$ cat src/sv/sbs_pkg.sv
// ============================================================================
// Sorted table binary search: shared package
// Widths, operation codes, the queued command type and the sequencer states
// used by the front and back parts of the search core.
// ============================================================================
package sbs_pkg;

    localparam int TABLE_DEPTH = 1024;
    localparam int IDX_W       = $clog2(TABLE_DEPTH);
    localparam int LEN_W       = IDX_W + 1;
    localparam int DATA_W      = 32;
    localparam int MATCH_W     = IDX_W + 1;

    localparam int QUEUE_DEPTH = 2;
    localparam int QUEUE_AW    = $clog2(QUEUE_DEPTH);
    localparam int QUEUE_CW    = QUEUE_AW + 1;

    // Operation codes carried in the func field.
    localparam logic FUNC_WRITE  = 1'b0;
    localparam logic FUNC_SEARCH = 1'b1;

    // Index reported when the key is absent (-1).
    localparam logic signed [MATCH_W-1:0] NOT_FOUND = '1;

    // One classified operation waiting between the front and back parts.
    typedef struct packed {
        logic                      is_search;
        logic [IDX_W-1:0]          index;
        logic signed [DATA_W-1:0]  value;
    } cmd_t;

    typedef enum logic [1:0] {
        ST_IDLE,
        ST_PROBE,
        ST_CMP,
        ST_RESULT
    } back_state_t;

endpackage

$ cat src/sv/sbs_channels.sv
// ============================================================================
// Sorted table binary search: channel interfaces
// Request channel (write or search operations) and response channel (search
// results), each with valid/ready flow control.
// ============================================================================
interface sbs_req_if;
    import sbs_pkg::*;

    logic                     valid;
    logic                     ready;
    logic                     func;
    logic [IDX_W-1:0]         entry_index;
    logic signed [DATA_W-1:0] entry_value;
    logic signed [DATA_W-1:0] search_key;

    modport source (output valid, func, entry_index, entry_value, search_key,
                    input ready);
    modport sink   (input valid, func, entry_index, entry_value, search_key,
                    output ready);
endinterface


$ cat src/sv/sbs_front.sv
// ============================================================================
// Sorted table binary search: front part
// Accepts request beats, classifies them into write or search commands and
// holds them in a small queue until the back part takes them.
// ============================================================================
module sbs_front (
    input  logic         clk,
    input  logic         rst_n,
    sbs_req_if.sink      req,
    output sbs_pkg::cmd_t q_cmd,
    output logic         q_valid,
    input  logic         q_pop
);
    import sbs_pkg::*;

    cmd_t                 slot_reg [QUEUE_DEPTH];
    logic [QUEUE_AW-1:0]  wr_ptr_reg;
    logic [QUEUE_AW-1:0]  wr_ptr_next;
    logic [QUEUE_AW-1:0]  rd_ptr_reg;
    logic [QUEUE_AW-1:0]  rd_ptr_next;
    logic [QUEUE_CW-1:0]  count_reg;
    logic [QUEUE_CW-1:0]  count_next;
    cmd_t                 cmd_in;
    logic                 push;
    logic                 pop;

    // A search carries its key in the value slot; a write carries its data.
    always_comb
    begin
        cmd_in.is_search = (req.func == FUNC_SEARCH);
        cmd_in.index     = req.entry_index;
        cmd_in.value     = (req.func == FUNC_SEARCH) ? req.search_key : req.entry_value;
    end

    assign req.ready = (count_reg != QUEUE_CW'(QUEUE_DEPTH));
    assign push      = req.valid && req.ready;
    assign q_valid   = (count_reg != '0);
    assign pop       = q_pop && q_valid;
    assign q_cmd     = slot_reg[rd_ptr_reg];

    always_comb
    begin
        wr_ptr_next = push ? wr_ptr_reg + 1'b1 : wr_ptr_reg;
        rd_ptr_next = pop  ? rd_ptr_reg + 1'b1 : rd_ptr_reg;
        count_next  = count_reg;
        if (push && !pop)
        begin
            count_next = count_reg + 1'b1;
        end
        else if (pop && !push)
        begin
            count_next = count_reg - 1'b1;
        end
    end

    always_ff @(posedge clk or negedge rst_n)
    begin
        if (!rst_n)
        begin
            wr_ptr_reg <= '0;
            rd_ptr_reg <= '0;
            count_reg  <= '0;
        end
        else
        begin
            wr_ptr_reg <= wr_ptr_next;
            rd_ptr_reg <= rd_ptr_next;
            count_reg  <= count_next;
        end
    end

    always_ff @(posedge clk)
    begin
        if (push)
        begin
            slot_reg[wr_ptr_reg] <= cmd_in;
        end
    end

endmodule

$ cat src/flat_wrapper.sv
// flat-port wrapper written by rule: the top's interface ports become plain ports
module sbs_front_flat import sbs_pkg::*;
  (clk, rst_n, q_cmd, q_valid, q_pop, req_valid, req_func, req_entry_index, req_entry_value, req_search_key, req_ready);
  sbs_req_if req_i ();
  input  logic clk;
  input  logic rst_n;
  output sbs_pkg::cmd_t q_cmd;
  output logic q_valid;
  input  logic q_pop;
  input wire logic [$bits(req_i.valid)-1:0] req_valid;
  input wire logic [$bits(req_i.func)-1:0] req_func;
  input wire logic [$bits(req_i.entry_index)-1:0] req_entry_index;
  input wire logic [$bits(req_i.entry_value)-1:0] req_entry_value;
  input wire logic [$bits(req_i.search_key)-1:0] req_search_key;
  output wire logic [$bits(req_i.ready)-1:0] req_ready;
  assign req_i.valid = req_valid;
  assign req_i.func = req_func;
  assign req_i.entry_index = req_entry_index;
  assign req_i.entry_value = req_entry_value;
  assign req_i.search_key = req_search_key;
  assign req_ready = req_i.ready;
  sbs_front u_core (.clk(clk), .rst_n(rst_n), .req(req_i), .q_cmd(q_cmd), .q_valid(q_valid), .q_pop(q_pop));
endmodule
$ cat config.mk
export PLATFORM = sky130hd
export DESIGN_NAME = sbs_front_flat
export DESIGN_NICKNAME = d
export VERILOG_FILES = /design/src/sv/sbs_pkg.sv /design/src/sv/sbs_channels.sv /design/src/sv/sbs_front.sv /design/src/flat_wrapper.sv
export SDC_FILE = /design/constraint.sdc
export NUM_CORES = 1
export LEC_CHECK = 0
export BUFFER_PORTS_ARGS = -buffer_cell sky130_fd_sc_hd__buf_2
export CAP_MARGIN = 20
export CORE_MARGIN = 2
export CORE_UTILIZATION = 50
export CTS_CLUSTER_SIZE = 12
export DETAILED_ROUTE_END_ITERATION = 7
export GPL_TIMING_DRIVEN = 0
export HOLD_SLACK_MARGIN = 0.15
export PLACE_DENSITY = 0.78
export SYNTH_ARGS = -nofsm -noshare
export SYNTH_HDL_FRONTEND = slang
export SYNTH_SLANG_ARGS = --single-unit
$ cat constraint.sdc
create_clock -name clk -period 7.84 [get_ports clk]
set_input_delay 1.96 -clock clk [delete_from_list [all_inputs] [get_ports clk]]
set_output_delay 1.96 -clock clk [all_outputs]
set_load 0.01 [all_outputs]
* Word-level counts from Yosys, hierarchy flattened
Memory sizes are Yosys's and may differ from the RTL's.
Cells that the tools add are included.
** Cells by class
- Eq/ne operators :: 1
- Add/subtract/negate cells :: 4
- Muxes and demuxes :: 5
- Reduce and logical (&&, ||, !) cells :: 8
** Operators with widths (count)
- 2-to-1 mux 32 bit :: 1
- logical AND 1 bit :: 4
- 2-to-1 mux 2 bit :: 2
- nonzero test 2 bit :: 2
- adder 1 bit, second input constant :: 2
- adder 2 x 1 -> 2 bit, second input constant :: 1
- zero test 1 bit :: 2
- 2-to-1 mux 1 bit :: 2
- != test 2 bit, second input constant :: 1
- subtractor 2 x 1 -> 2 bit, second input constant :: 1
** Word-level totals
- Flip-flop bits (word level) :: 4
- Output and inout port bits :: 45
- Memories kept :: 1
- Input bits :: 79
- Bits in writable memories :: 86
- Word-level logic and storage cells :: 22
** Memories
- u_core.slot_reg :: depth 2, bits a word 43, rd ports 1, clocked after Yosys merged registers in 0, write ports 1, line sbs_front.sv:16 : cmd_t slot_reg [QUEUE_DEPTH];

* Depth between registers and ports, before layout
Gate-level depths: netlist (run 1).
- Depth after elaboration :: 6
- Depth in mapped cells :: 7

* Worst setup path after synthesis (run 1)
No wires, ideal clock.
- Path type :: input-to-reg
- Start :: in req_valid
- End :: mem u_core.slot_reg[0][0] (netlist bit), enable pin
- Data required time :: 7.397 ns
- Library setup time :: 0.443 ns
- Path slack :: 3.536 ns
- Data arrival time :: 3.860 ns
- Stages on the path :: 2
- Path buffers :: 0
- Cell sequence :: nand2_1 nor2_1
** Between the ends
- Word-level cells in the longest chain between the ends :: 3
** Ends and longest elaborated chain
- from (decl) :: line flat_wrapper.sv:10 : input wire logic [$bits(req_i.valid)-1:0] req_valid;
- logical AND 1 bit :: line sbs_front.sv:36 : assign push = req.valid && req.ready;
- 2-to-1 mux 1 bit :: line sbs_front.sv:74 : if (push)
- 2-to-1 mux 1 bit (implied by the code) :: line sbs_front.sv:76 : slot_reg[wr_ptr_reg] <= cmd_in;
- to (decl) :: line sbs_front.sv:16
No other way between the ends.

==> metrics.txt, run 1 <==
main area contributors after synthesis edfxtp_1 64%, mux2_4 26%, dfrtp_1 2.5%; ys async rst share 4.444%; post-synthesis register bit count 90; clock sink count 90; clock-pin transition on the worst setup and hold timing paths 0.08 ns; Slew Limit Fails 0; syn_area_per_cell 21.36 um^2; die width 93.63 um; vias per cell 4.875; status finished, final reports clean; Max-Slew Margin vs Limit 57.88%; CP Class reg2out; most frequent cell after synthesis edfxtp_1; arrival time at the worst endpoint 1.50 ns; Starting Density 51.71%; Total Neg Setup Slack 0 ns; Clock Latency Late Sink 0.34 ns; Worst Hold Class reg2reg; max reg flops 86; Final WS setup 4.376 ns; Synth top area share 64.30%; Max Cap Viol 0; worst-margin pin slew 0.6302 ns; Max FO, Critical Path 10; unrepaired setup endpoints after global routing false; min cycle time layout 3.464 ns; total grt overflow 0; Reg area 0.002683 mm^2; layout cells sized above 1 68.09%; DP Area 0.004808 mm^2; clock root buffer clkbuf_8; die area 0.008766 mm^2; pre-CTS WS 4.552 ns; number of synthesized flops with an enable pin 86; Post-Place Cells 415; combinational share of power 37.0%; post-route ant nets 0; WL per Instance 14.97 um; final core occ 64.98%; largest net degree at the start of global routing 24; post-synth top area cell edfxtp_1; DR DRC count 0; # fillers 558; WL final 6.453 mm; leakage power 2.171 nW; count of different cell masters after synthesis 15; CP endpoint kind primary output; internal cell power 1.224 mW; WHS 0.5163 ns; Final Non-Filler Cells 431; fin crit share 44.19%; Clock Path Buffers 2; global-route wire length before repair 9.735 mm; clk_skew 0.009706 ns; Power Density 334.3 mW/mm^2; Mapped Nets 268; Worst IR Drop VDD 161.5 uV; initial DRC count 43; CTS Buf Count 9; core footprint 0.007767 mm^2; Cell Area, Synth 0.004016 mm^2; H-Tree Depth 3; Max Fclk 288.7 MHz; Worst Path Required 5.88 ns; Primary FF master, synth edfxtp_1; CTS tree yes; GP Congestion 0.7079; Post-CTS Setup Bufs 0; Diodes inserted 0; Startpoint Class flip-flop; Final Hold Vio Count 0; Overall Power 1.687 mW; Clk pwr share 21.8%; Post-CTS Resized 0; yosys warns 0; CTS Hold Bufs 0; area of the multi-input gates 0.001202 mm^2; nets 404; Area Growth Syn to Fin 25.67%; Synth top cells by count 86 x edfxtp_1, 69 x mux2_4, 6 x mux2_2; post-detail-place hpwl 4.702 mm; Mapped Cells 188; via count 2,101; Site Rows 32; Final Setup Violations 0; vias in the first global route 2,086; PortBufs 123; sw power 0.4634 mW; 1st-pass router iterations 4; initial antenna violation count 0; Overall Global Routing Usage 15.03%; Net Sw Frac 27.46%; sequential share of the synthesized area 66.79%; register share of total power 41.2%; I/O Pins 124; post-route cell area 0.005047 mm^2; Die Ht 93.63 um
## final timing paths
kind | cells past startpoint | end | start | slack [ns]
max | 4 | q_cmd[7] | u_core.rd_ptr_reg$_DFFE_PN0P_ | 4.38
min | 1 | u_core.count_reg[1]$_DFFE_PN0P_ | u_core.count_reg[1]$_DFFE_PN0P_ | 0.52
max reg2reg | 4 | u_core.slot_reg[0][10]$_DFFE_PP_ | u_core.count_reg[0]$_DFFE_PN0P_ | 6.05
min reg2reg | 1 | u_core.count_reg[1]$_DFFE_PN0P_ | u_core.count_reg[1]$_DFFE_PN0P_ | 0.52
max in group asynchronous | 1 | u_core.count_reg[1]$_DFFE_PN0P_ | rst_n | 6.32
min in group asynchronous | 1 | u_core.rd_ptr_reg$_DFFE_PN0P_ | rst_n | 1.40
## cell usage in the layout (no fill, tap or decap), types with 2 or more instances in the layout
master / synthesis / final
dfrtp_1: 4 / 4
xnor2_1: 3 / 3
buf_12: 4 / 6
mux2_2: 6 / 6
clkbuf_8: 0 / 10
buf_6: 5 / 5
buf_2: 0 / 123
xor2_1: 2 / 2
clkbuf_1: 0 / 3
nand2_1: 2 / 2
edfxtp_1: 86 / 86
mux2_4: 69 / 69
bufinv_16: 0 / 3
## cell families (layout without fill, tap and decap cells)
kind of cell | Yosys count | after routing | share of synthesized area (%)
flip-flops | 90 | 90 | 66.79
AND/OR/NAND/NOR | 7 | 7 | 0.8416
adder cells (fa/ha/maj) | 1 | 1 | 0.3115
buffers and inverters | 10 | 151 | 3.489
multiplexers | 75 | 75 | 27.48
XOR/XNOR | 5 | 5 | 1.091
## critical path: stages (launching register included)
cell,delay (ns)
dfrtp_1,0.36
buf_6,0.18
buf_12,0.16
mux2_4,0.30
buf_2,0.15
## metal layers
layer  global-route usage [%]  share of wire (%)  vias to the layer above
met1                    16.78                 40                     1009
met2                    26.44                 51                       80
met4                    6.884                1.9                        0
met5                        0                  0                        -
met3                    4.432                7.2                       12
li1                         -                  -                     1000
## power groups by stage
stage	Combinational, mW	Sequential [mW]	Clock [mW]
2_1_floorplan	0.441	0.701	0
3_3_place_gp	0.607	0.708	0
3_5_place_dp	0.634	0.708	0
4_1_cts	0.637	0.697	0.377
5_1_grt	0.671	0.706	0.397
6_report	0.624	0.695	0.368
## layout make-up
type / count / area share, %
Buffer: 9 / 2.702
Clock buffer: 13 / 2.950
Clock inverter: 3 / 1.785
Inverter: 1 / 0.07437
Multi-Input combinational cell: 88 / 23.82
Sequential cell: 90 / 53.15
Tap cell: 102 / 2.529
Timing Repair Buffer: 125 / 12.99
Power figures use the tool's default switching activity.
==> inputs of run 2 (changes only) <==
--- a/config.mk
+++ b/config.mk
@@ -5,15 +5,16 @@
 export SDC_FILE = /design/constraint.sdc
 export NUM_CORES = 1
 export LEC_CHECK = 0
+export ABC_AREA = 1
 export BUFFER_PORTS_ARGS = -buffer_cell sky130_fd_sc_hd__buf_2
 export CAP_MARGIN = 20
 export CORE_MARGIN = 2
-export CORE_UTILIZATION = 50
+export CORE_UTILIZATION = 46
 export CTS_CLUSTER_SIZE = 12
 export DETAILED_ROUTE_END_ITERATION = 7
 export GPL_TIMING_DRIVEN = 0
 export HOLD_SLACK_MARGIN = 0.15
-export PLACE_DENSITY = 0.78
+export PLACE_DENSITY = 0.76
 export SYNTH_ARGS = -nofsm -noshare
 export SYNTH_HDL_FRONTEND = slang
 export SYNTH_SLANG_ARGS = --single-unit
==> constraint.sdc (replaced) <==
create_clock -name clk -period 3 [get_ports clk]
set_input_delay 0.75 -clock clk [delete_from_list [all_inputs] [get_ports clk]]
set_output_delay 0.75 -clock clk [all_outputs]
set_load 0.01 [all_outputs]
==> run 2 against run 1 <==
Against the previous run: register-to-register slack worse by 4.9 ns; flip-flop and latch count unchanged; core utilization decreased by 5.1 points; final cell count up 24%; sequential power rose to 2.6 times the previous value; total power up 140%; routed wire length increased by 8.6%; die area rose by 4.6%; worst setup slack got worse by 3.7 ns; non-clock buffer count is 4 higher; critical path depth is 2 higher; sequential share of layout area is 1.6 points higher; largest cell class unchanged.
==> metrics.txt, run 2 <==
status finished, final reports clean; Final Hold Vio Count 0 (unchanged); Worst IR Drop VDD 338.9 uV (+110%); Mapped Nets 369 (+38%); PortBufs 123 (unchanged); Site Rows 33 (+3.1%); Synth top cells by count 139 x nand2_1, 86 x edfxtp_1, 30 x mux2_4; met1 usage 17.55% (+0.78 points); Slew Limit Fails 0 (unchanged); syn_area_per_cell 13.40 um^2 (-37%); max reg flops 86 (unchanged); min cycle time layout 2.288 ns; area of the multi-input gates 0.001064 mm^2 (-12%); CTS tree yes; post-route ant nets 0 (unchanged); Final WS setup 0.7123 ns (-3.663 ns); Clock Path Buffers 2 (unchanged); core footprint 0.008175 mm^2 (+5.3%); sequential share of the synthesized area 69.25% (+2.5 points); post-synth top area cell edfxtp_1; M3 GR Usage 4.777% (+0.34 points); CTS Hold Bufs 0 (unchanged); # fillers 708 (+27%); Worst Hold Class in2async; clock sink count 90 (unchanged); die width 95.77 um (+2.3%); Power Density 837.7 mW/mm^2 (+150%); Max Fclk 437.1 MHz; most frequent cell after synthesis nand2_1; GRT busiest layer met2; CTS Buf Count 9 (unchanged); Post-CTS Resized 0 (unchanged); Worst Path Required 2.25 ns (-3.63 ns); global-route wire length before repair 10.82 mm (+11%); Final Non-Filler Cells 535 (+24%); Diodes inserted 0 (unchanged); Starting Density 47.38% (-4.3 points); main area contributors after synthesis edfxtp_1 67%, nand2_1 13%, mux2_4 12%; Area Growth Syn to Fin 26.39%; I/O Pins 124 (unchanged); layout cells sized above 1 43.72% (-24 points); Reg area 0.002683 mm^2 (unchanged); vias per cell 4.665 (-4.3%); Post-Place Cells 519 (+25%); via count 2,496 (+19%); post-synthesis register bit count 90 (unchanged); CP endpoint kind primary output; total grt overflow 0 (unchanged); CP Class reg2out; Final Setup Violations 0 (unchanged); arrival time at the worst endpoint 1.54 ns (+0.04 ns); largest net degree at the start of global routing 25 (+4.2%); yosys warns 0 (unchanged); 1st-pass router iterations 4 (unchanged); fin crit share 76.26%; Startpoint Class flip-flop; leakage power 2.249 nW (+3.6%); Primary FF master, synth edfxtp_1; number of synthesized flops with an enable pin 86 (unchanged); die area 0.009171 mm^2 (+4.6%); GR Layer Usage met2 29.20% (+2.8 points); Overall Global Routing Usage 16.06% (+1.0 points); commonest cells after routing, fill and taps aside 139 x nand2_1, 132 x buf_2, 86 x edfxtp_1; clock-pin transition on the worst setup and hold timing paths 0.08 ns (about the same); count of different cell masters after synthesis 16 (+1); DR DRC count 0 (unchanged); GP Congestion 0.6615 (-6.6%); clk_skew 0.008284 ns (-0.001423 ns); WL per Instance 13.10 um (-12%); post-detail-place hpwl 5.123 mm (+9.0%); clock root buffer clkbuf_8; unrepaired setup endpoints after global routing false; Post-CTS Setup Bufs 0 (unchanged); Max-Slew Margin vs Limit 53.97% (-3.9 points); initial DRC count 55 (+28%); Cell Area, Synth 0.003874 mm^2 (-3.6%); Die Ht 95.77 um (+2.3%); WL final 7.009 mm (+8.6%); worst-margin pin slew 0.6888 ns (+0.05860 ns); H-Tree Depth 3 (unchanged); Clock Latency Late Sink 0.34 ns (about the same); WHS 0.1969 ns (-0.3193 ns); nets 505 (+25%); initial antenna violation count 0 (unchanged); most common cell after layout, fill and taps aside nand2_1; pre-CTS WS 0.8405 ns (-3.711 ns); Max Cap Viol 0 (unchanged); ys async rst share 4.444% (unchanged); Mapped Cells 289 (+54%); Max FO, Critical Path 10 (unchanged); Synth top area share 66.67% (+2.4 points); vias in the first global route 2,389 (+15%)
-- run 2: final cells by class --
class / instances / area share (%)
flip-flops and latches: 90 / 54.79
multi-input cells: 179 / 21.72
repair buffers: 125 / 13.70
clock buffers: 12 / 3.169
well taps: 105 / 2.683
plain buffers: 13 / 2.377
clock inverters: 4 / 1.022
inverters: 7 / 0.5367
-- run 2: per-layer routing --
metal / wire length (um) / vias to the layer above
li1: - / 1255
met3: 412 / 10
met2: 3647 / 81
met5: 0 / -
met4: 102 / 0
met1: 2847 / 1150
-- run 2: logic make-up (layout without fill, tap and decap cells) --
family | Yosys count | after routing | synth area share [%]
fa+ha+maj | 1 | 1 | 0.3229
buf+inv | 20 | 161 | 3.682
simple gates | 144 | 144 | 14.08
flops | 90 | 90 | 69.25
mux | 32 | 32 | 12.21
xor+xnor | 2 | 2 | 0.4523
-- run 2: worst max-delay path, cell delays in order (launching register included) --
cell	delay, ns
dfrtp_1	0.36
buf_2	0.17
inv_2	0.15
buf_2	0.25
nand2_1	0.07
nand2_1	0.07
buf_2	0.13
-- run 2: metrics by stage --
step                utilization (%)  power (mW)  instance area (um^2)  TNS [ns]
floorplan                         -       2.714                  3874    -9.689
global placement              56.52       3.268                  4621    -98.62
detailed placement            57.38       3.359                  4691         0
CTS                           59.89       4.175                  4896         0
global route                  59.89       4.417                  4896         0
finish                        59.89       4.101                  4896         0
-- run 2: final timing paths --
kind / startpoint / to / slack, ns / cells past startpoint
max: u_core.rd_ptr_reg$_DFFE_PN0P_ / q_cmd[7] / 0.71 / 6
min: rst_n / u_core.wr_ptr_reg$_DFFE_PN0P_ / 0.20 / 1
max reg2reg: u_core.count_reg[0]$_DFFE_PN0P_ / u_core.slot_reg[0][30]$_DFFE_PP_ / 1.11 / 5
min reg2reg: u_core.count_reg[0]$_DFFE_PN0P_ / u_core.count_reg[0]$_DFFE_PN0P_ / 0.51 / 1
max in group asynchronous: rst_n / u_core.rd_ptr_reg$_DFFE_PN0P_ / 2.69 / 1
min in group clk: u_core.count_reg[0]$_DFFE_PN0P_ / u_core.count_reg[0]$_DFFE_PN0P_ / 0.51 / 1
-- run 2: power by group --
part	internal [mW]	total, mW	switching [mW]
registers	1.73	1.80	0.0747
clock network	0.429	0.811	0.382
logic	0.569	1.49	0.918
total	2.73	4.10	1.37
==> inputs of run 3 (changes only) <==
--- a/config.mk
+++ b/config.mk
@@ -5,7 +5,7 @@
 export SDC_FILE = /design/constraint.sdc
 export NUM_CORES = 1
 export LEC_CHECK = 0
-export ABC_AREA = 1
+export ABC_AREA = 0
 export BUFFER_PORTS_ARGS = -buffer_cell sky130_fd_sc_hd__buf_2
 export CAP_MARGIN = 20
 export CORE_MARGIN = 2
==> constraint.sdc (replaced) <==
create_clock -name clk -period 1.8 [get_ports clk]
set_input_delay 0.45 -clock clk [delete_from_list [all_inputs] [get_ports clk]]
set_output_delay 0.45 -clock clk [all_outputs]
set_load 0.01 [all_outputs]
==> run 3 against run 2 <==
Against the previous run: the flow now finishes with violations (negative setup slack); hold slack gained 0.10 ns; clock skew grew 0.0028 ns; worst setup slack worse by 0.83 ns; global-route usage decreased by 2.0 points; flip-flop and latch count did not move; via count down 15%; final cell count is 17% lower; count of clock-buffer cells in the layout increased by 1; largest cell class unchanged.
==> metrics.txt, run 3 (synthesis gave the netlist of run 1 again) <==
Max Fclk 520.3 MHz; total grt overflow 0 (unchanged); CTS Buf Count 9 (unchanged); Worst Hold Class in2reg; clock sink count 90 (unchanged); CTS tree yes; CP endpoint kind primary output; via count 2,112 (-15%); Starting Density 46.74% (-0.64 points); Die Ht 97.44 um (+1.7%); clock root buffer clkbuf_8; H-Tree Depth 3 (unchanged); max reg flops 86 (unchanged); Crit path buffers/inverters 3 (-1); Max FO, Critical Path 10 (unchanged); status complete, but fails checks; Startpoint Class flip-flop; WHS 0.2979 ns (+0.1009 ns); hold_sp req_entry_index[9]; register share of total power 39.4% (-4.6 points); CP Class reg2out; die area 0.009495 mm^2 (+3.5%); Final Setup Violations 43 (+43); nets 410 (-19%); 1st-pass router iterations 4 (unchanged); most common cell after layout, fill and taps aside edfxtp_1; core footprint 0.008593 mm^2 (+5.1%); min cycle time layout 1.922 ns; Power Density 1452 mW/mm^2 (+73%); Final Hold Vio Count 0 (unchanged); R2R Path Start u_core.count_reg[0]$_DFFE_PN0P_; sw power 2.143 mW (+56%); Max-Slew Margin vs Limit 58.97% (+5.0 points); leakage power 2.270 nW (+0.92%); largest net degree at the start of global routing 44 (+76%); WL per Instance 14.99 um (+14%); worst-margin pin slew 0.6154 ns (-0.07344 ns); post-route ant nets 0 (unchanged); Overall Global Routing Usage 14.03% (-2.0 points); met1 usage 14.83% (-2.7 points); internal cell power 5.578 mW (+100%); PortBufs 123 (unchanged); CP Cell Sequence buf_8, buf_12, mux2_4, buf_6; commonest cells after routing, fill and taps aside 86 x edfxtp_1, 83 x buf_2, 71 x mux2_4; Clk pwr share 16.9% (-2.9 points); clk_skew 0.01108 ns (+0.002792 ns); unrepaired setup endpoints after global routing true; post-detail-place hpwl 4.485 mm (-12%); initial antenna violation count 0 (unchanged); Final WS setup -0.1219 ns (-0.8342 ns); Site Rows 34 (+3.0%); Clock Path Buffers 2 (unchanged); GP Congestion 0.7170 (+8.4%); Top delay family on crit path buffers and inverters; Area Growth Syn to Fin 32.43%; Net Sw Frac 27.75% (-5.8 points); GR Layer Usage met2 25.84% (-3.4 points); Worst IR Drop VDD 651.9 uV (+92%); clock-pin transition on the worst setup and hold timing paths 0.08 ns (about the same); combinational share of power 43.7% (+7.5 points); global-route wire length before repair 10.12 mm (-6.4%); arrival time at the worst endpoint 1.47 ns (-0.07 ns); slowest stage delay, CP 0.39 ns (+0.03 ns); Max Cap Viol 0 (unchanged); Worst Path Required 1.35 ns (-0.90 ns); WL final 6.642 mm (-5.2%); Total Neg Setup Slack -4.663 ns (-4.663 ns); crit path max-delay cell type dfrtp_1; M3 GR Usage 5.540% (+0.76 points); Slew Limit Fails 0 (unchanged); fin crit share 106.8%; Clock Latency Late Sink 0.34 ns (about the same); layout cells sized above 1 68.66% (+25 points); GRT busiest layer met2; Diodes inserted 0 (unchanged); initial DRC count 25 (-55%); die width 97.44 um (+1.7%); CP startpoint u_core.rd_ptr_reg$_DFFE_PN0P_; vias in the first global route 2,103 (-12%); vias per cell 4.767 (+2.2%); I/O Pins 124 (unchanged); failing checks negative setup slack; DR DRC count 0 (unchanged)
-- run 3: metrics by stage --
stage	setup WS, ns	cell area, um^2	total power, mW	utilization (%)	std cells
2_1_floorplan	0.02023	4025	4.972	-	188
3_3_place_gp	-0.2893	4776	5.730	55.58	419
3_5_place_dp	-0.08432	4803	5.828	55.90	420
4_1_cts	-0.1472	5275	7.724	61.39	440
5_1_grt	-0.1766	5319	8.112	61.90	443
6_report	-0.1219	5319	7.721	61.90	443
-- run 3: final timing paths --
kind                                               endpoint  slack, ns  cells after the start
min in group asynchronous   u_core.count_reg[1]$_DFFE_PN0P_       0.45                      2
min reg2reg                 u_core.count_reg[1]$_DFFE_PN0P_       0.52                      1
min                        u_core.slot_reg[0][41]$_DFFE_PP_       0.30                      1
max                                               q_cmd[12]      -0.12                      4
max reg2reg                u_core.slot_reg[1][22]$_DFFE_PP_       0.20                      2
max in group asynchronous     u_core.wr_ptr_reg$_DFFE_PN0P_       1.23                      2
-- run 3: power by group through the flow --
stage / combinational (mW) / clock, mW / sequential, mW
after floorplan: 1.93 / 0 / 3.04
after global placement: 2.67 / 0 / 3.06
after detailed placement: 2.74 / 0 / 3.09
after CTS: 3.34 / 1.34 / 3.05
after global routing: 3.58 / 1.45 / 3.08
final: 3.38 / 1.30 / 3.04
-- run 3: timing repair --
item,CTS,global route
hold buffers,1,0
buffers inserted,2,3
resized for setup,41,5
hold endpoints to repair,4,0
cloned,1,0
pin swaps,1,1
endpoints found under the setup margin,108,76
-- run 3: area by class of cell --
| cell class | instances | area [um^2] |
|---|---|---|
| plain buffers | 9 | 140.1 |
| clock buffers | 13 | 148.9 |
| clock inverters | 3 | 40.04 |
| fillers | 641 | 3274 |
| inverters | 1 | 3.754 |
| multi-input cells | 89 | 1227 |
| flip-flops and latches | 90 | 2683 |
| well taps | 108 | 135.1 |
| repair buffers | 130 | 940.9 |
-- run 3: metal layers --
layer | up-vias | part of all wire (%)
met5 | - | 0
met3 | 6 | 7.2
li1 | 1012 | -
met4 | 0 | 0.68
met2 | 80 | 54
met1 | 1014 | 39
